===== config.mk =====
export PLATFORM = sky130hd
export DESIGN_NAME = ppt_ctrl
export DESIGN_NICKNAME = d
export VERILOG_FILES = /design/src/design/ppt_pkg.sv /design/src/design/ppt_ctrl.sv
export SDC_FILE = /design/constraint.sdc
export NUM_CORES = 1
export LEC_CHECK = 0
export BUFFER_PORTS_ARGS = -buffer_cell sky130_fd_sc_hd__buf_2
export CORE_AREA = 4 4 87 105
export CTS_BUF_LIST = sky130_fd_sc_hd__clkbuf_4 sky130_fd_sc_hd__clkbuf_8
export CTS_CLUSTER_SIZE = 10
export DETAILED_ROUTE_END_ITERATION = 10
export DIE_AREA = 0 0 91 109
export HOLD_SLACK_MARGIN = 0.1
export PLACE_DENSITY = 0.81
export SKIP_CTS_REPAIR_TIMING = 1
export SLEW_MARGIN = 20
export SYNTH_ARGS = -nofsm -noshare
export SYNTH_HDL_FRONTEND = slang
export SYNTH_SLANG_ARGS = --single-unit

===== constraint.sdc =====
create_clock -name aclk -period 4.6 [get_ports aclk]
set_clock_uncertainty 0.2 [all_clocks]
set_input_delay 0.69 -clock aclk [delete_from_list [all_inputs] [get_ports aclk]]
set_output_delay 0.69 -clock aclk [all_outputs]
set_load 0.02 [all_outputs]

===== src/design/ppt_pkg.sv =====
// ----------------------------------------------------------------------------
// ppt_pkg
// Shared constants and the command and status types of the trace classifier.
// ----------------------------------------------------------------------------
package ppt_pkg;

    localparam int CAPACITY    = 1024;
    localparam int VALUE_WIDTH = 16;
    localparam int ADDR_W      = $clog2(CAPACITY);
    localparam int CNT_W       = $clog2(CAPACITY + 1);

    typedef logic [VALUE_WIDTH-1:0] value_t;
    typedef logic [ADDR_W-1:0]      addr_t;
    typedef logic [CNT_W-1:0]       cnt_t;

    localparam logic OP_PUSH = 1'b0;
    localparam logic OP_POP  = 1'b1;

    localparam logic [2:0] VERDICT_IMPOSSIBLE = 3'd0;
    localparam logic [2:0] VERDICT_NOT_SURE   = 3'd1;
    localparam logic [2:0] VERDICT_QUEUE      = 3'd2;
    localparam logic [2:0] VERDICT_STACK      = 3'd3;
    localparam logic [2:0] VERDICT_PRIO       = 3'd4;

    // Heap memory operations issued by the controller.
    typedef enum logic [2:0] {
        HOP_NONE,
        HOP_READ,
        HOP_WRITE_V,
        HOP_WRITE_Q,
        HOP_WRITE_A
    } hop_t;

    typedef struct packed {
        logic  load;       // capture the input item
        logic  fq_step;    // issue fifo and stack reads, used on fq_apply
        logic  fq_apply;   // update fifo and stack state
        hop_t  hop;        // heap memory operation
        addr_t haddr;      // heap memory address
        logic  cap_a;      // capture heap read data into the a holding reg
        logic  cap_b;      // capture heap read data into the b holding reg
        logic  hcnt_inc;
        logic  hcnt_dec;
        logic  heap_bad;
        logic  ovf_set;
        logic  clear;      // end of trace
    } cmd_t;

    typedef struct packed {
        logic   op;
        logic   last;
        value_t v;         // item value
        value_t a;         // first heap read
        value_t b;         // second heap read
        value_t r;         // heap read data register
        cnt_t   hcount;
    } sts_t;

endpackage


===== src/design/ppt_ctrl.sv =====
// ----------------------------------------------------------------------------
// ppt_ctrl
// Sequencer: fifo and stack update, heap sift-up on push, sift-down on pop,
// then the result.
// ----------------------------------------------------------------------------
module ppt_ctrl (
    input  logic          aclk,
    input  logic          aresetn,
    input  logic          s_valid,
    output logic          s_ready,
    output logic          m_valid,
    input  logic          m_ready,
    input  ppt_pkg::sts_t sts,
    output ppt_pkg::cmd_t cmd
);

    typedef enum logic [3:0] {
        ST_IDLE, ST_FQ_RD, ST_FQ_AP,
        ST_UP_RD, ST_UP_WT, ST_UP_CMP,
        ST_PT_WT, ST_PT_CMP,
        ST_LAST_RD, ST_LAST_WT,
        ST_K1_RD, ST_K2_RD, ST_K_WT, ST_K_CMP,
        ST_OUT
    } state_t;

    state_t state_reg;
    ppt_pkg::addr_t pos_reg, kid_reg;
    ppt_pkg::cnt_t  n_reg;      // heap size during sift-down
    logic           two_reg;    // right child exists

    ppt_pkg::addr_t up_idx;
    ppt_pkg::cnt_t  kid_c;
    logic [ppt_pkg::ADDR_W:0] kid_w;
    logic           kid_in, kid2_in, k_right;

    assign up_idx  = (pos_reg - 1'b1) >> 1;
    assign kid_w   = {pos_reg, 1'b1};
    assign kid_c   = ppt_pkg::cnt_t'(kid_w);
    assign kid_in  = kid_c < n_reg;
    assign kid2_in = (kid_c + 1'b1) < n_reg;
    assign k_right = two_reg && (sts.r > sts.b);

    always_comb begin
        cmd       = '0;
        cmd.hop   = ppt_pkg::HOP_NONE;
        cmd.haddr = '0;
        cmd.load  = s_valid && s_ready;
        unique case (state_reg)
            ST_IDLE: ;
            ST_FQ_RD: cmd.fq_step = 1'b1;
            ST_FQ_AP: begin
                cmd.fq_apply = 1'b1;
                if (sts.op == ppt_pkg::OP_PUSH) begin
                    if (sts.hcount == ppt_pkg::cnt_t'(ppt_pkg::CAPACITY))
                        cmd.ovf_set = 1'b1;
                    else cmd.hcnt_inc = 1'b1;
                end else begin
                    cmd.hop = ppt_pkg::HOP_READ;
                end
            end
            ST_UP_RD:  begin cmd.hop = ppt_pkg::HOP_READ; cmd.haddr = up_idx; end
            ST_UP_WT:  cmd.cap_b = 1'b1;
            ST_UP_CMP: begin
                cmd.haddr = pos_reg;
                cmd.hop = (pos_reg == '0 || sts.b >= sts.v) ? ppt_pkg::HOP_WRITE_V
                                                            : ppt_pkg::HOP_WRITE_Q;
            end
            ST_PT_WT: cmd.cap_a = 1'b1;
            ST_PT_CMP: begin
                if (sts.hcount == '0 || sts.a != sts.v) cmd.heap_bad = 1'b1;
                else cmd.hcnt_dec = 1'b1;
            end
            ST_LAST_RD: begin
                cmd.hop = ppt_pkg::HOP_READ;
                cmd.haddr = n_reg[ppt_pkg::ADDR_W-1:0];
            end
            ST_LAST_WT: cmd.cap_a = 1'b1;  // a holds the moving value now
            ST_K1_RD: begin
                // Without a left child the moving value settles here.
                if (kid_in) begin
                    cmd.hop   = ppt_pkg::HOP_READ;
                    cmd.haddr = kid_w[ppt_pkg::ADDR_W-1:0];
                end else begin
                    cmd.hop   = ppt_pkg::HOP_WRITE_A;
                    cmd.haddr = pos_reg;
                end
            end
            ST_K2_RD: begin
                cmd.cap_b = 1'b1;
                if (two_reg) begin
                    cmd.hop = ppt_pkg::HOP_READ; cmd.haddr = kid_reg + 1'b1;
                end
            end
            ST_K_WT: cmd.cap_b = k_right;
            ST_K_CMP: begin
                cmd.haddr = pos_reg;
                cmd.hop = (sts.b <= sts.a) ? ppt_pkg::HOP_WRITE_A : ppt_pkg::HOP_WRITE_Q;
            end
            ST_OUT: cmd.clear = m_ready && sts.last;
            default: ;
        endcase
    end

    always_ff @(posedge aclk) begin
        if (!aresetn) begin
            state_reg <= ST_IDLE;
        end else begin
            unique case (state_reg)
                ST_IDLE: if (s_valid) state_reg <= ST_FQ_RD;
                ST_FQ_RD: state_reg <= ST_FQ_AP;
                ST_FQ_AP: begin
                    pos_reg <= sts.hcount[ppt_pkg::ADDR_W-1:0];
                    if (sts.op == ppt_pkg::OP_PUSH)
                        state_reg <= (sts.hcount == ppt_pkg::cnt_t'(ppt_pkg::CAPACITY))
                                     ? ST_OUT : ST_UP_RD;
                    else state_reg <= ST_PT_WT;
                end
                ST_UP_RD: state_reg <= ST_UP_WT;
                ST_UP_WT: state_reg <= ST_UP_CMP;
                ST_UP_CMP: begin
                    if (pos_reg == '0 || sts.b >= sts.v) state_reg <= ST_OUT;
                    else begin
                        pos_reg   <= up_idx;
                        state_reg <= ST_UP_RD;
                    end
                end
                ST_PT_WT: state_reg <= ST_PT_CMP;
                ST_PT_CMP: begin
                    if (sts.hcount == '0 || sts.a != sts.v) state_reg <= ST_OUT;
                    else begin
                        n_reg   <= sts.hcount - 1'b1;
                        pos_reg <= '0;
                        state_reg <= (sts.hcount == ppt_pkg::cnt_t'(1)) ? ST_OUT
                                                                      : ST_LAST_RD;
                    end
                end
                ST_LAST_RD: state_reg <= ST_LAST_WT;
                ST_LAST_WT: state_reg <= ST_K1_RD;
                ST_K1_RD: begin
                    if (kid_in) begin
                        kid_reg   <= kid_w[ppt_pkg::ADDR_W-1:0];
                        two_reg   <= kid2_in;
                        state_reg <= ST_K2_RD;
                    end else begin
                        state_reg <= ST_OUT;
                    end
                end
                ST_K2_RD: state_reg <= two_reg ? ST_K_WT : ST_K_CMP;
                ST_K_WT: begin
                    if (k_right) kid_reg <= kid_reg + 1'b1;
                    state_reg <= ST_K_CMP;
                end
                ST_K_CMP: begin
                    if (sts.b <= sts.a) state_reg <= ST_OUT;
                    else begin
                        pos_reg   <= kid_reg;
                        state_reg <= ST_K1_RD;
                    end
                end
                ST_OUT: if (m_ready) state_reg <= ST_IDLE;
                default: state_reg <= ST_IDLE;
            endcase
        end
    end

    assign s_ready = state_reg == ST_IDLE;
    assign m_valid = state_reg == ST_OUT;

endmodule


==> results of run 1 <==
## layout make-up
cell class | instances | area [um2] | share of cell area
Sequential cell | 36 | 1040 | 0.200
Tap cell | 95 | 119 | 0.0229
Timing Repair Buffer | 108 | 548 | 0.105
Multi-Input combinational cell | 436 | 3160 | 0.608
Clock buffer | 6 | 76.3 | 0.0147
Clock inverter | 1 | 5.00 | 0.000962
Inverter | 66 | 248 | 0.0476
## Yosys cell counts (11+ instances only)
cell      instances  share of area
nor3_1           15          0.017
inv_1            65          0.054
o21ai_0          19          0.021
edfxtp_1         32           0.21
xor2_1           31          0.060
a21oi_1          35          0.039
a22oi_1          12          0.020
nor2b_1          11          0.015
nand2_1          40          0.033
nor2_1           49          0.041
nand4_1          12          0.017
nand3_1          12          0.013
clkbuf_1         17          0.014
xnor2_1          18          0.035
ha_1             73           0.20
## metal layers
layer | wire (um) | part of all wire | global-route usage
met2 | 6800 | 0.53 | 0.497
met3 | 858 | 0.066 | 0.0345
met4 | 332 | 0.026 | 0.102
met1 | 4920 | 0.38 | 0.287
met5 | 0 | 0 | 0
## kinds of logic (layout without fill, tap and decap cells)
logic type | count (synthesis) | after routing | synth area share
XOR/XNOR | 49 | 49 | 0.0951
AO/OA/AOI/OAI | 138 | 138 | 0.211
buffers and inverters | 85 | 181 | 0.0707
flip-flops | 36 | 36 | 0.231
adder cells (fa/ha/maj) | 73 | 73 | 0.202
AND/OR/NAND/NOR | 176 | 176 | 0.190
## power groups by stage
stage	clock network (mW)	logic (mW)	registers, mW
global placement	0	0.521	0.470
CTS	0.220	0.541	0.466
finish	0.220	0.544	0.469
global route	0.230	0.606	0.477
detailed placement	0	0.538	0.473
floorplan	0	0.416	0.408
## worst register-to-register path, cell delays in order (launching register included)
cell      delay, ns
edfxtp_1       0.55
ha_1           0.35
o21a_1         0.16
nor2_1         0.17
a21oi_1        0.13
o21ai_1        0.43
o211ai_1       0.16
a21oi_1        0.77
## worst max-delay path by stage
stage            endpoint  slack [ns]
6_report          cmd[17]        0.77
5_1_grt           cmd[17]        0.63
4_1_cts           cmd[17]        0.82
3_5_place_dp      cmd[17]        0.98
3_3_place_gp      cmd[17]        0.99
2_1_floorplan  pos_reg[0]        0.81
## metrics by stage
step / instances / worst slack, ns / hold slack [ns] / utilization / power [mW]
finish: 748 / 0.769 / 0.405 / 0.641 / 1.23
global route: 748 / 0.629 / 0.421 / 0.641 / 1.31
CTS: 748 / 0.825 / 0.412 / 0.641 / 1.23
detailed placement: 741 / 0.978 / 0.405 / 0.631 / 1.01
global placement: 741 / 0.991 / 0.386 / 0.631 / 0.991
floorplan: 557 / 0.811 / 0.367 / - / 0.825
==> metrics.cfg, run 1 <==
[layout]
area.growth.synth_to_final_pct = 15.3
final_cell_mix = buf_2 (105), ha_1 (73), inv_1 (65)
final_layout_fill_cell_count = 707
most_common_library_cell_in_the_layout_ignoring_fill_and_taps = buf_2
largest_register_ffs = 11
final_cell_area_um2 = 5200
layout-drive-gt1-share = 0.187
antenna-diode-count = 0
finish.net_count = 807

[timing]
final_hold_viol_count = 0
maxClockFrequency_mhz = 261
setup-tns-final_ns = 0
final.min_clock_period_ns = 3.83
setup_violations = 0
worst_slew_margin_rel = 0.353
tightestPinTransition_ns = 0.971
final_max_slew_viol_count = 0
tcrit_tclk_final = 0.833
grt_setup_unrepaired = false

[global_routing]
overall_global_routing_usage = 0.259
grt_pass1_vias = 4604
number_of_antenna_violations_at_the_first_check_in_global_routing = 0
wire_length_of_the_first_global_routing_pass_mm = 20.9
grt_max_degree = 21
gr-total-overflow = 0

[drt]
drtIter0Drc = 300
post_drt_wl_per_cell_um = 17.3
drt-total-wl_mm = 12.9
vias_per_cell = 6.11
postRouteAntennaNets = 0
detailed_route_drc_error_count = 0
detailroute.via_count = 4571
drt_pass1_iterations = 5

[hold_path]
hold_path_startpoint = kid_reg[9]
worst_hold_path_class = reg -> reg
worst_hold_path_depth = 1
worstHoldEndpoint = pos_reg[9]

[power]
p_per_area_nw_per_um2 = 237
leakagePower_nw = 2.45
proportion_of_total_power_due_to_net_switching = 0.412
pwr-share-seq = 0.381
relative_contribution_of_combinational_cells_to_total_power = 0.441
p_sw_mw = 0.508
vdd_ir_drop_max_uv = 141
power_frac_clock = 0.178
internal_power_mw = 0.725

[worst_setup_path]
cp_cell_sequence = inv_1 -> ha_1 -> nor3b_1 -> nor4b_1 -> a31oi_1 -> o211ai_1 -> o21ba_2 -> o211ai_1 -> buf_2
worst-endpoint-required_ns = 3.71
crit_path_top_delay_cell = nor3b_1
critical_path_start = pos_reg[0]
worst_r2r_path_depth = 7
crit_type = reg -> out
critical_path_arrival_ns = 2.94
critical_path_depth = 9
cpMostUsedCell = o211ai_1
r2r-end = kid_reg[9]
setup.worst_path.end_class = primary output
critPathTopFamily = simple AND/OR/NAND/NOR gates
critical_path.max_stage_delay_ns = 0.50
critPathBufInv = 2
worstReg2RegStart = pos_reg[8]
start_kind = flip-flop
critPathMaxFanout = 6
r2r_setup_slack_ns = 1.29

[clock_tree]
clk_pin_slew_ns = 0.07
later_pin_clock_latency_in_the_skew_report_ns = 0.29
clock_sink_count = 36
cts_tree = built
htreeDepth = 2
clk_root_buffer_cell = clkbuf_8
numCtsBuffers = 5
clock_tree.buffer_depth = 2

[placed_design]
detailed_place.area_um2 = 5120
port_buffers = 105
post-dp-hpwl_mm = 10.9
place_congestion = 0.946

[floorplanning]
die_height_um = 109
core_area_um2 = 8110
initial_core_util = 0.556
die_area_um2 = 9920
ios = 106
die_width_um = 91
std_cell_rows = 36

[yosys]
post_syn_nets = 711
yosysWarningCount = 0
mapped_cells = 557
seq_area_frac_synth = 0.231
synthFlopType = edfxtp_1
synth.cell_area_um2 = 4510
synthDistinctLibCells = 52
syn-mean-instance-area_um2 = 8.10
synthArstFlopShare = 0
synth-edff-count = 32
ys_seq_elements = 36

[run]
maxCapViolations = 0

[status]
outcome = finished, final reports clean

(Power assumes the default switching activity.)
==> run 2: changes to the inputs <==
Settings changed: ABC_AREA from default to 1, CORE_AREA 4 4 87 105 to 4 4 89 108, DIE_AREA 0 0 91 109 to 0 0 93 112, PLACE_DENSITY 0.81 to 0.82.
Clock period 4.6 ns to 3.75 ns, I/O delays scaled along.
==> run 2 against run 1 <==
Net effect:
- critical path depth increased by 1
- first-iteration DRC count rose by 18%
- setup slack got worse by 0.26 ns
- register-to-register slack got worse by 0.63 ns
- sequential share of layout area fell by 1.6 points
- sequential power up 5.5%
- combinational power is 4.4% higher
- critical path type unchanged
==> metrics.cfg, run 2 <==
[status]
outcome = finished, final reports clean

[timing]
worst_slew_margin_rel = 0.657  ; +0.304
setup-tns-final_ns = 0  ; unchanged
final.min_clock_period_ns = 3.24
finalHoldWorstSlack_ns = 0.356  ; -0.0492 ns
final_max_slew_viol_count = 0  ; unchanged
maxClockFrequency_mhz = 309
tightestPinTransition_ns = 0.508  ; -0.462 ns
tcrit_tclk_final = 0.863
final_hold_viol_count = 0  ; unchanged
grt_setup_unrepaired = false
setup_violations = 0  ; unchanged

[clock_tree]
later_pin_clock_latency_in_the_skew_report_ns = 0.30  ; about the same
clock_tree.buffer_depth = 2  ; unchanged
htreeDepth = 2  ; unchanged
clk_pin_slew_ns = 0.08  ; about the same
clk_root_buffer_cell = clkbuf_8
numCtsBuffers = 5  ; unchanged
cts_tree = built
clock_sink_count = 36  ; unchanged

[floorplanning]
die_area_um2 = 10400  ; +5.0%
std_cell_rows = 37  ; +2.8%
initial_core_util = 0.573  ; +0.0170
die_width_um = 93  ; +2.2%
ios = 106  ; unchanged
core_area_um2 = 8520  ; +5.1%
die_height_um = 112  ; +2.8%

[yosys]
seq_area_frac_synth = 0.213  ; -0.0176
yosysWarningCount = 0  ; unchanged
yosysTopAreaCellShare = 0.197  ; -0.0163
synth.cell_area_um2 = 4880  ; +8.3%
synth.largest_area_cell = edfxtp_1
post_syn_nets = 858  ; +21%
synthDistinctLibCells = 41  ; -21%
ys_seq_elements = 36  ; unchanged
synthFlopType = edfxtp_1
syn-mean-instance-area_um2 = 6.94  ; -14%
cell_types_with_the_highest_counts_after_synthesis = nand2_1 (158), inv_1 (125), ha_1 (73)
mapped_cells = 704  ; +26%
synth-edff-count = 32  ; unchanged
synthArstFlopShare = 0  ; unchanged
yosysMostFrequentCell = nand2_1
synthTopCellsByArea = edfxtp_1 (20%), ha_1 (19%), nand2_1 (12%), inv_1 (9.6%), xor2_1 (5.4%)

[layout]
final_layout_fill_cell_count = 805  ; +14%
most_common_library_cell_in_the_layout_ignoring_fill_and_taps = nand2_1
finish.net_count = 964  ; +19%
area.growth.synth_to_final_pct = 15.5
finish.utilization = 0.662  ; +0.0208
layout.cells.non_filler = 928  ; +24%
largest_register_ffs = 11  ; unchanged
final_cell_area_um2 = 5640  ; +8.5%
final_cell_mix = nand2_1 (158), inv_1 (125), buf_2 (105)
layout-drive-gt1-share = 0.211  ; +0.0240
antenna-diode-count = 0  ; unchanged

[drt]
drt-total-wl_mm = 14.9  ; +15%
detailed_route_drc_error_count = 0  ; unchanged
post_drt_wl_per_cell_um = 16.0  ; -7.0%
vias_per_cell = 5.60  ; -8.4%
detailroute.via_count = 5194  ; +14%
drtIter0Drc = 355  ; +18%
postRouteAntennaNets = 0  ; unchanged
drt_pass1_iterations = 5  ; unchanged

[hold_path]
worst_hold_path_class = in -> reg
worst_hold_path_depth = 3  ; +2

[run]
maxCapViolations = 0  ; unchanged

[global_routing]
grt_pass1_vias = 5249  ; +14%
number_of_antenna_violations_at_the_first_check_in_global_routing = 0  ; unchanged
wire_length_of_the_first_global_routing_pass_mm = 24.1  ; +15%
grt_max_degree = 13  ; -38%
overall_global_routing_usage = 0.288  ; +0.0293
gr-total-overflow = 0  ; unchanged

[placed_design]
port_buffers = 105  ; unchanged
place_congestion = 0.998  ; +5.6%
post-dp-hpwl_mm = 12.7  ; +17%
placed_cells_incl_taps = 920  ; +24%
detailed_place.area_um2 = 5530  ; +8.0%

[worst_setup_path]
worst-endpoint-required_ns = 2.99  ; -0.72 ns
setup.worst_path.end_class = primary output
critPathMaxFanout = 9  ; +3
worst_r2r_path_depth = 13  ; +6
crit_type = reg -> out
critical_path_arrival_ns = 2.48  ; -0.46 ns
start_kind = flip-flop

[power]
leakagePower_nw = 3.06  ; +25%
p_per_area_nw_per_um2 = 251  ; +6.0%
vdd_ir_drop_max_uv = 127  ; -9.7%

-- run 2: report_power, final --
| group | total (mW) | internal [mW] | switching (mW) |
|---|---|---|---|
| Combinational | 0.568 | 0.208 | 0.360 |
| Clock | 0.355 | 0.197 | 0.158 |
| Sequential | 0.495 | 0.460 | 0.0350 |
| Total | 1.42 | 0.865 | 0.553 |
-- run 2: logic make-up (layout without fill, tap and decap cells) --
| group | count (synthesis) | in the layout | synth area share |
|---|---|---|---|
| adders and majority gates | 73 | 73 | 0.187 |
| DFF | 36 | 36 | 0.213 |
| AOI/OAI and AO/OA | 109 | 109 | 0.140 |
| and+or+nand+nor | 299 | 299 | 0.280 |
| buffers and inverters | 156 | 263 | 0.124 |
| xor gates and xnor gates | 31 | 31 | 0.0556 |
-- run 2: through the flow --
stage | setup slack (ns) | total power, mW
6_report | 0.512 | 1.42
5_1_grt | 0.341 | 1.50
4_1_cts | 0.559 | 1.41
3_5_place_dp | 0.730 | 1.06
3_3_place_gp | 0.841 | 1.05
2_1_floorplan | 0.972 | 0.874
-- run 2: worst max-delay path: stages (launching register included) --
cell	delay, ns
edfxtp_1	0.56
ha_1	0.37
a21oi_1	0.15
o21ai_0	0.10
nand2_1	0.06
nand3_1	0.15
nand2_2	0.20
inv_1	0.16
a21oi_1	0.20
inv_1	0.07
buf_2	0.16
-- run 2: worst paths after layout --
check,from,endpoint,slack (ns)
hold reg to reg,state_reg[2],state_reg[2],0.44
hold / removal,aresetn,state_reg[1],0.36
setup reg to reg,pos_reg[2],two_reg,0.66
setup / recovery,pos_reg[5],cmd[19],0.51
-- run 2: routing by layer --
layer	up-vias	share of wire	track usage
met5	-	0	0
met4	0	0.031	0.118
met3	37	0.068	0.0486
met2	220	0.51	0.529
met1	2406	0.39	0.324
li1	2531	-	-
-- run 2: layout make-up --
cell class | instances | area, um2 | share of cell area
repair buffers | 109 | 556 | 0.0985
inverters | 146 | 551 | 0.0976
multi-input cells | 512 | 3240 | 0.574
flip-flops and latches | 36 | 1040 | 0.185
clock buffers | 5 | 68.8 | 0.0122
clock inverters | 3 | 42.5 | 0.00754
well taps | 117 | 146 | 0.0260
==> run 3: changes to the inputs <==
Settings changed: CORE_AREA 4 4 89 108 to 2 2 87 106, DIE_AREA 0 0 93 112 to 0 0 89 108, HOLD_SLACK_MARGIN 0.1 to 0.15.
==> run 3 against run 2 <==
Net effect:
- first-iteration DRC count up 21%
- non-clock buffer count grew 1
- global-route usage grew 3.6 points
- sequential share of layout area increased by 0.053 points
- highest routed layer unchanged
- cell area is 0.29% lower
==> metrics.cfg, run 3 (same netlist as run 2, synthesis figures left out) <==
[clock_tree]
later_pin_clock_latency_in_the_skew_report_ns = 0.31  ; about the same
cts_tree = built
clock_tree.buffer_depth = 2  ; unchanged
numCtsBuffers = 5  ; unchanged
htreeDepth = 2  ; unchanged
clock_sink_count = 36  ; unchanged
clk_pin_slew_ns = 0.08  ; about the same
clk_root_buffer_cell = clkbuf_8

[layout]
largest_register_ffs = 11  ; unchanged
final_cell_mix = nand2_1 (158), inv_1 (125), buf_2 (105)
layout-drive-gt1-share = 0.212  ; +0.000972
final_layout_fill_cell_count = 837  ; +4.0%
most_common_library_cell_in_the_layout_ignoring_fill_and_taps = nand2_1
area.growth.synth_to_final_pct = 15.1
finish.net_count = 965  ; +0.10%
antenna-diode-count = 0  ; unchanged
final_cell_area_um2 = 5620  ; -0.29%

[timing]
final.min_clock_period_ns = 3.29  ; +0.0542 ns
worst_slew_margin_rel = 0.641  ; -0.0154
maxClockFrequency_mhz = 304  ; -1.6%
tightestPinTransition_ns = 0.531  ; +0.0228 ns
setup_ws_ns = 0.458  ; -0.0542 ns
tcrit_tclk_final = 0.878  ; +0.0145
finalHoldWorstSlack_ns = 0.330  ; -0.0259 ns
final_max_slew_viol_count = 0  ; unchanged
final_hold_viol_count = 0  ; unchanged
setup-tns-final_ns = 0  ; unchanged
setup_violations = 0  ; unchanged
grt_setup_unrepaired = false

[worst_setup_path]
setup.worst_path.end_class = primary output
start_kind = flip-flop
worst-endpoint-required_ns = 2.99  ; about the same
critPathMaxFanout = 9  ; unchanged
crit_path_top_delay_cell = edfxtp_1
cp_cell_sequence = ha_1 -> a21oi_1 -> o21ai_0 -> nand2_1 -> nand3_1 -> nor2_4 -> inv_2 -> o2111ai_1 -> buf_2
r2r_setup_slack_ns = 0.62  ; -0.04 ns
critical_path_arrival_ns = 2.53  ; +0.05 ns
crit_type = reg -> out
critical_path.max_stage_delay_ns = 0.56  ; about the same
worst_r2r_path_depth = 13  ; unchanged
worstReg2RegStart = pos_reg[1]
r2r-end = two_reg

[global_routing]
number_of_antenna_violations_at_the_first_check_in_global_routing = 0  ; unchanged
gr-total-overflow = 0  ; unchanged
wire_length_of_the_first_global_routing_pass_mm = 23.9  ; -0.83%
grt_max_degree = 13  ; unchanged
overall_global_routing_usage = 0.324  ; +0.0360
grt_pass1_vias = 5030  ; -4.2%

[drt]
post_drt_wl_per_cell_um = 16.3  ; +1.3%
postRouteAntennaNets = 0  ; unchanged
drt-total-wl_mm = 15.1  ; +1.4%
vias_per_cell = 5.61  ; +0.24%
detailroute.via_count = 5212  ; +0.35%
drtIter0Drc = 430  ; +21%
drt_pass1_iterations = 5  ; unchanged
detailed_route_drc_error_count = 0  ; unchanged

[hold_path]
worst_hold_path_class = in -> reg
hold_path_startpoint = aresetn
worst_hold_path_depth = 3  ; unchanged
worstHoldEndpoint = state_reg[1]

[power]
power_frac_clock = 0.216  ; -0.034
p_per_area_nw_per_um2 = 241  ; -4.2%
relative_contribution_of_combinational_cells_to_total_power = 0.421  ; +0.020
leakagePower_nw = 3.06  ; about the same
p_sw_mw = 0.556  ; +0.58%
vdd_ir_drop_max_uv = 128  ; +0.65%
internal_power_mw = 0.798  ; -7.7%
proportion_of_total_power_due_to_net_switching = 0.410  ; +0.0207
pwr-share-seq = 0.363  ; +0.014
total_power_mw = 1.35  ; -4.5%

[placed_design]
place_ws_ns = 0.745  ; +0.0145 ns
port_buffers = 105  ; unchanged
place_congestion = 1.01  ; +1.3%
post-dp-hpwl_mm = 12.7  ; -0.15%
detailed_place.area_um2 = 5540  ; +0.14%

[status]
outcome = finished, final reports clean

[floorplanning]
die_width_um = 89  ; -4.3%
die_area_um2 = 9610  ; -7.7%
initial_core_util = 0.573  ; unchanged
core_area_um2 = 8520  ; unchanged
std_cell_rows = 37  ; unchanged
die_height_um = 108  ; -3.6%
ios = 106  ; unchanged

[run]
maxCapViolations = 0  ; unchanged

==> run 3: how the worst max path moves through the flow <==
| stage | from | end | slack (ns) | cells after the start |
|---|---|---|---|---|
| 6_report | pos_reg[3] | cmd[11] | 0.46 | 9 |
| 3_5_place_dp | pos_reg[2] | two_reg | 0.74 | 13 |
| 3_3_place_gp | pos_reg[2] | two_reg | 0.86 | 13 |
| 2_1_floorplan | sts[72] | pos_reg[0] | 0.97 | 10 |
| 5_1_grt | pos_reg[5] | cmd[11] | 0.35 | 9 |
| 4_1_cts | pos_reg[3] | cmd[9] | 0.51 | 9 |
==> run 3: area by class of cell <==
type | count | area [um2] | share of cell area
repair buffers | 110 | 563 | 0.100
clock buffers | 5 | 68.8 | 0.0122
multi-input cells | 512 | 3240 | 0.575
inverters | 146 | 551 | 0.0979
well taps | 117 | 146 | 0.0260
flip-flops and latches | 36 | 1040 | 0.185
clock inverters | 3 | 18.8 | 0.00334
==> run 3: routing by layer <==
| layer | track usage | vias to the layer above | part of all wire |
|---|---|---|---|
| li1 | - | 2540 | - |
| met1 | 0.385 | 2374 | 0.39 |
| met2 | 0.572 | 254 | 0.49 |
| met3 | 0.0481 | 44 | 0.074 |
| met4 | 0.136 | 0 | 0.045 |
| met5 | 0 | - | 0 |
==> run 3: critical path, delay by kind of cell, from the launching register on <==
| family | cells | cell delay, ns |
|---|---|---|
| buf+inv | 2 | 0.34 |
| flops | 1 | 0.56 |
| compound gates | 3 | 0.48 |
| simple gates | 3 | 0.46 |
| fa+ha+maj | 1 | 0.38 |
==> run 3: power groups by stage <==
stage	Sequential (mW)	Combinational, mW	Clock, mW
final	0.491	0.570	0.293
after global routing	0.495	0.636	0.312
after CTS	0.491	0.564	0.292
after detailed placement	0.500	0.560	0
after global placement	0.498	0.546	0
after floorplan	0.480	0.394	0
==> run 3: stage by stage <==
step,std cells,utilization
2_1_floorplan,704,-
3_3_place_gp,921,0.650
3_5_place_dp,921,0.650
4_1_cts,929,0.660
5_1_grt,929,0.660
6_report,929,0.660
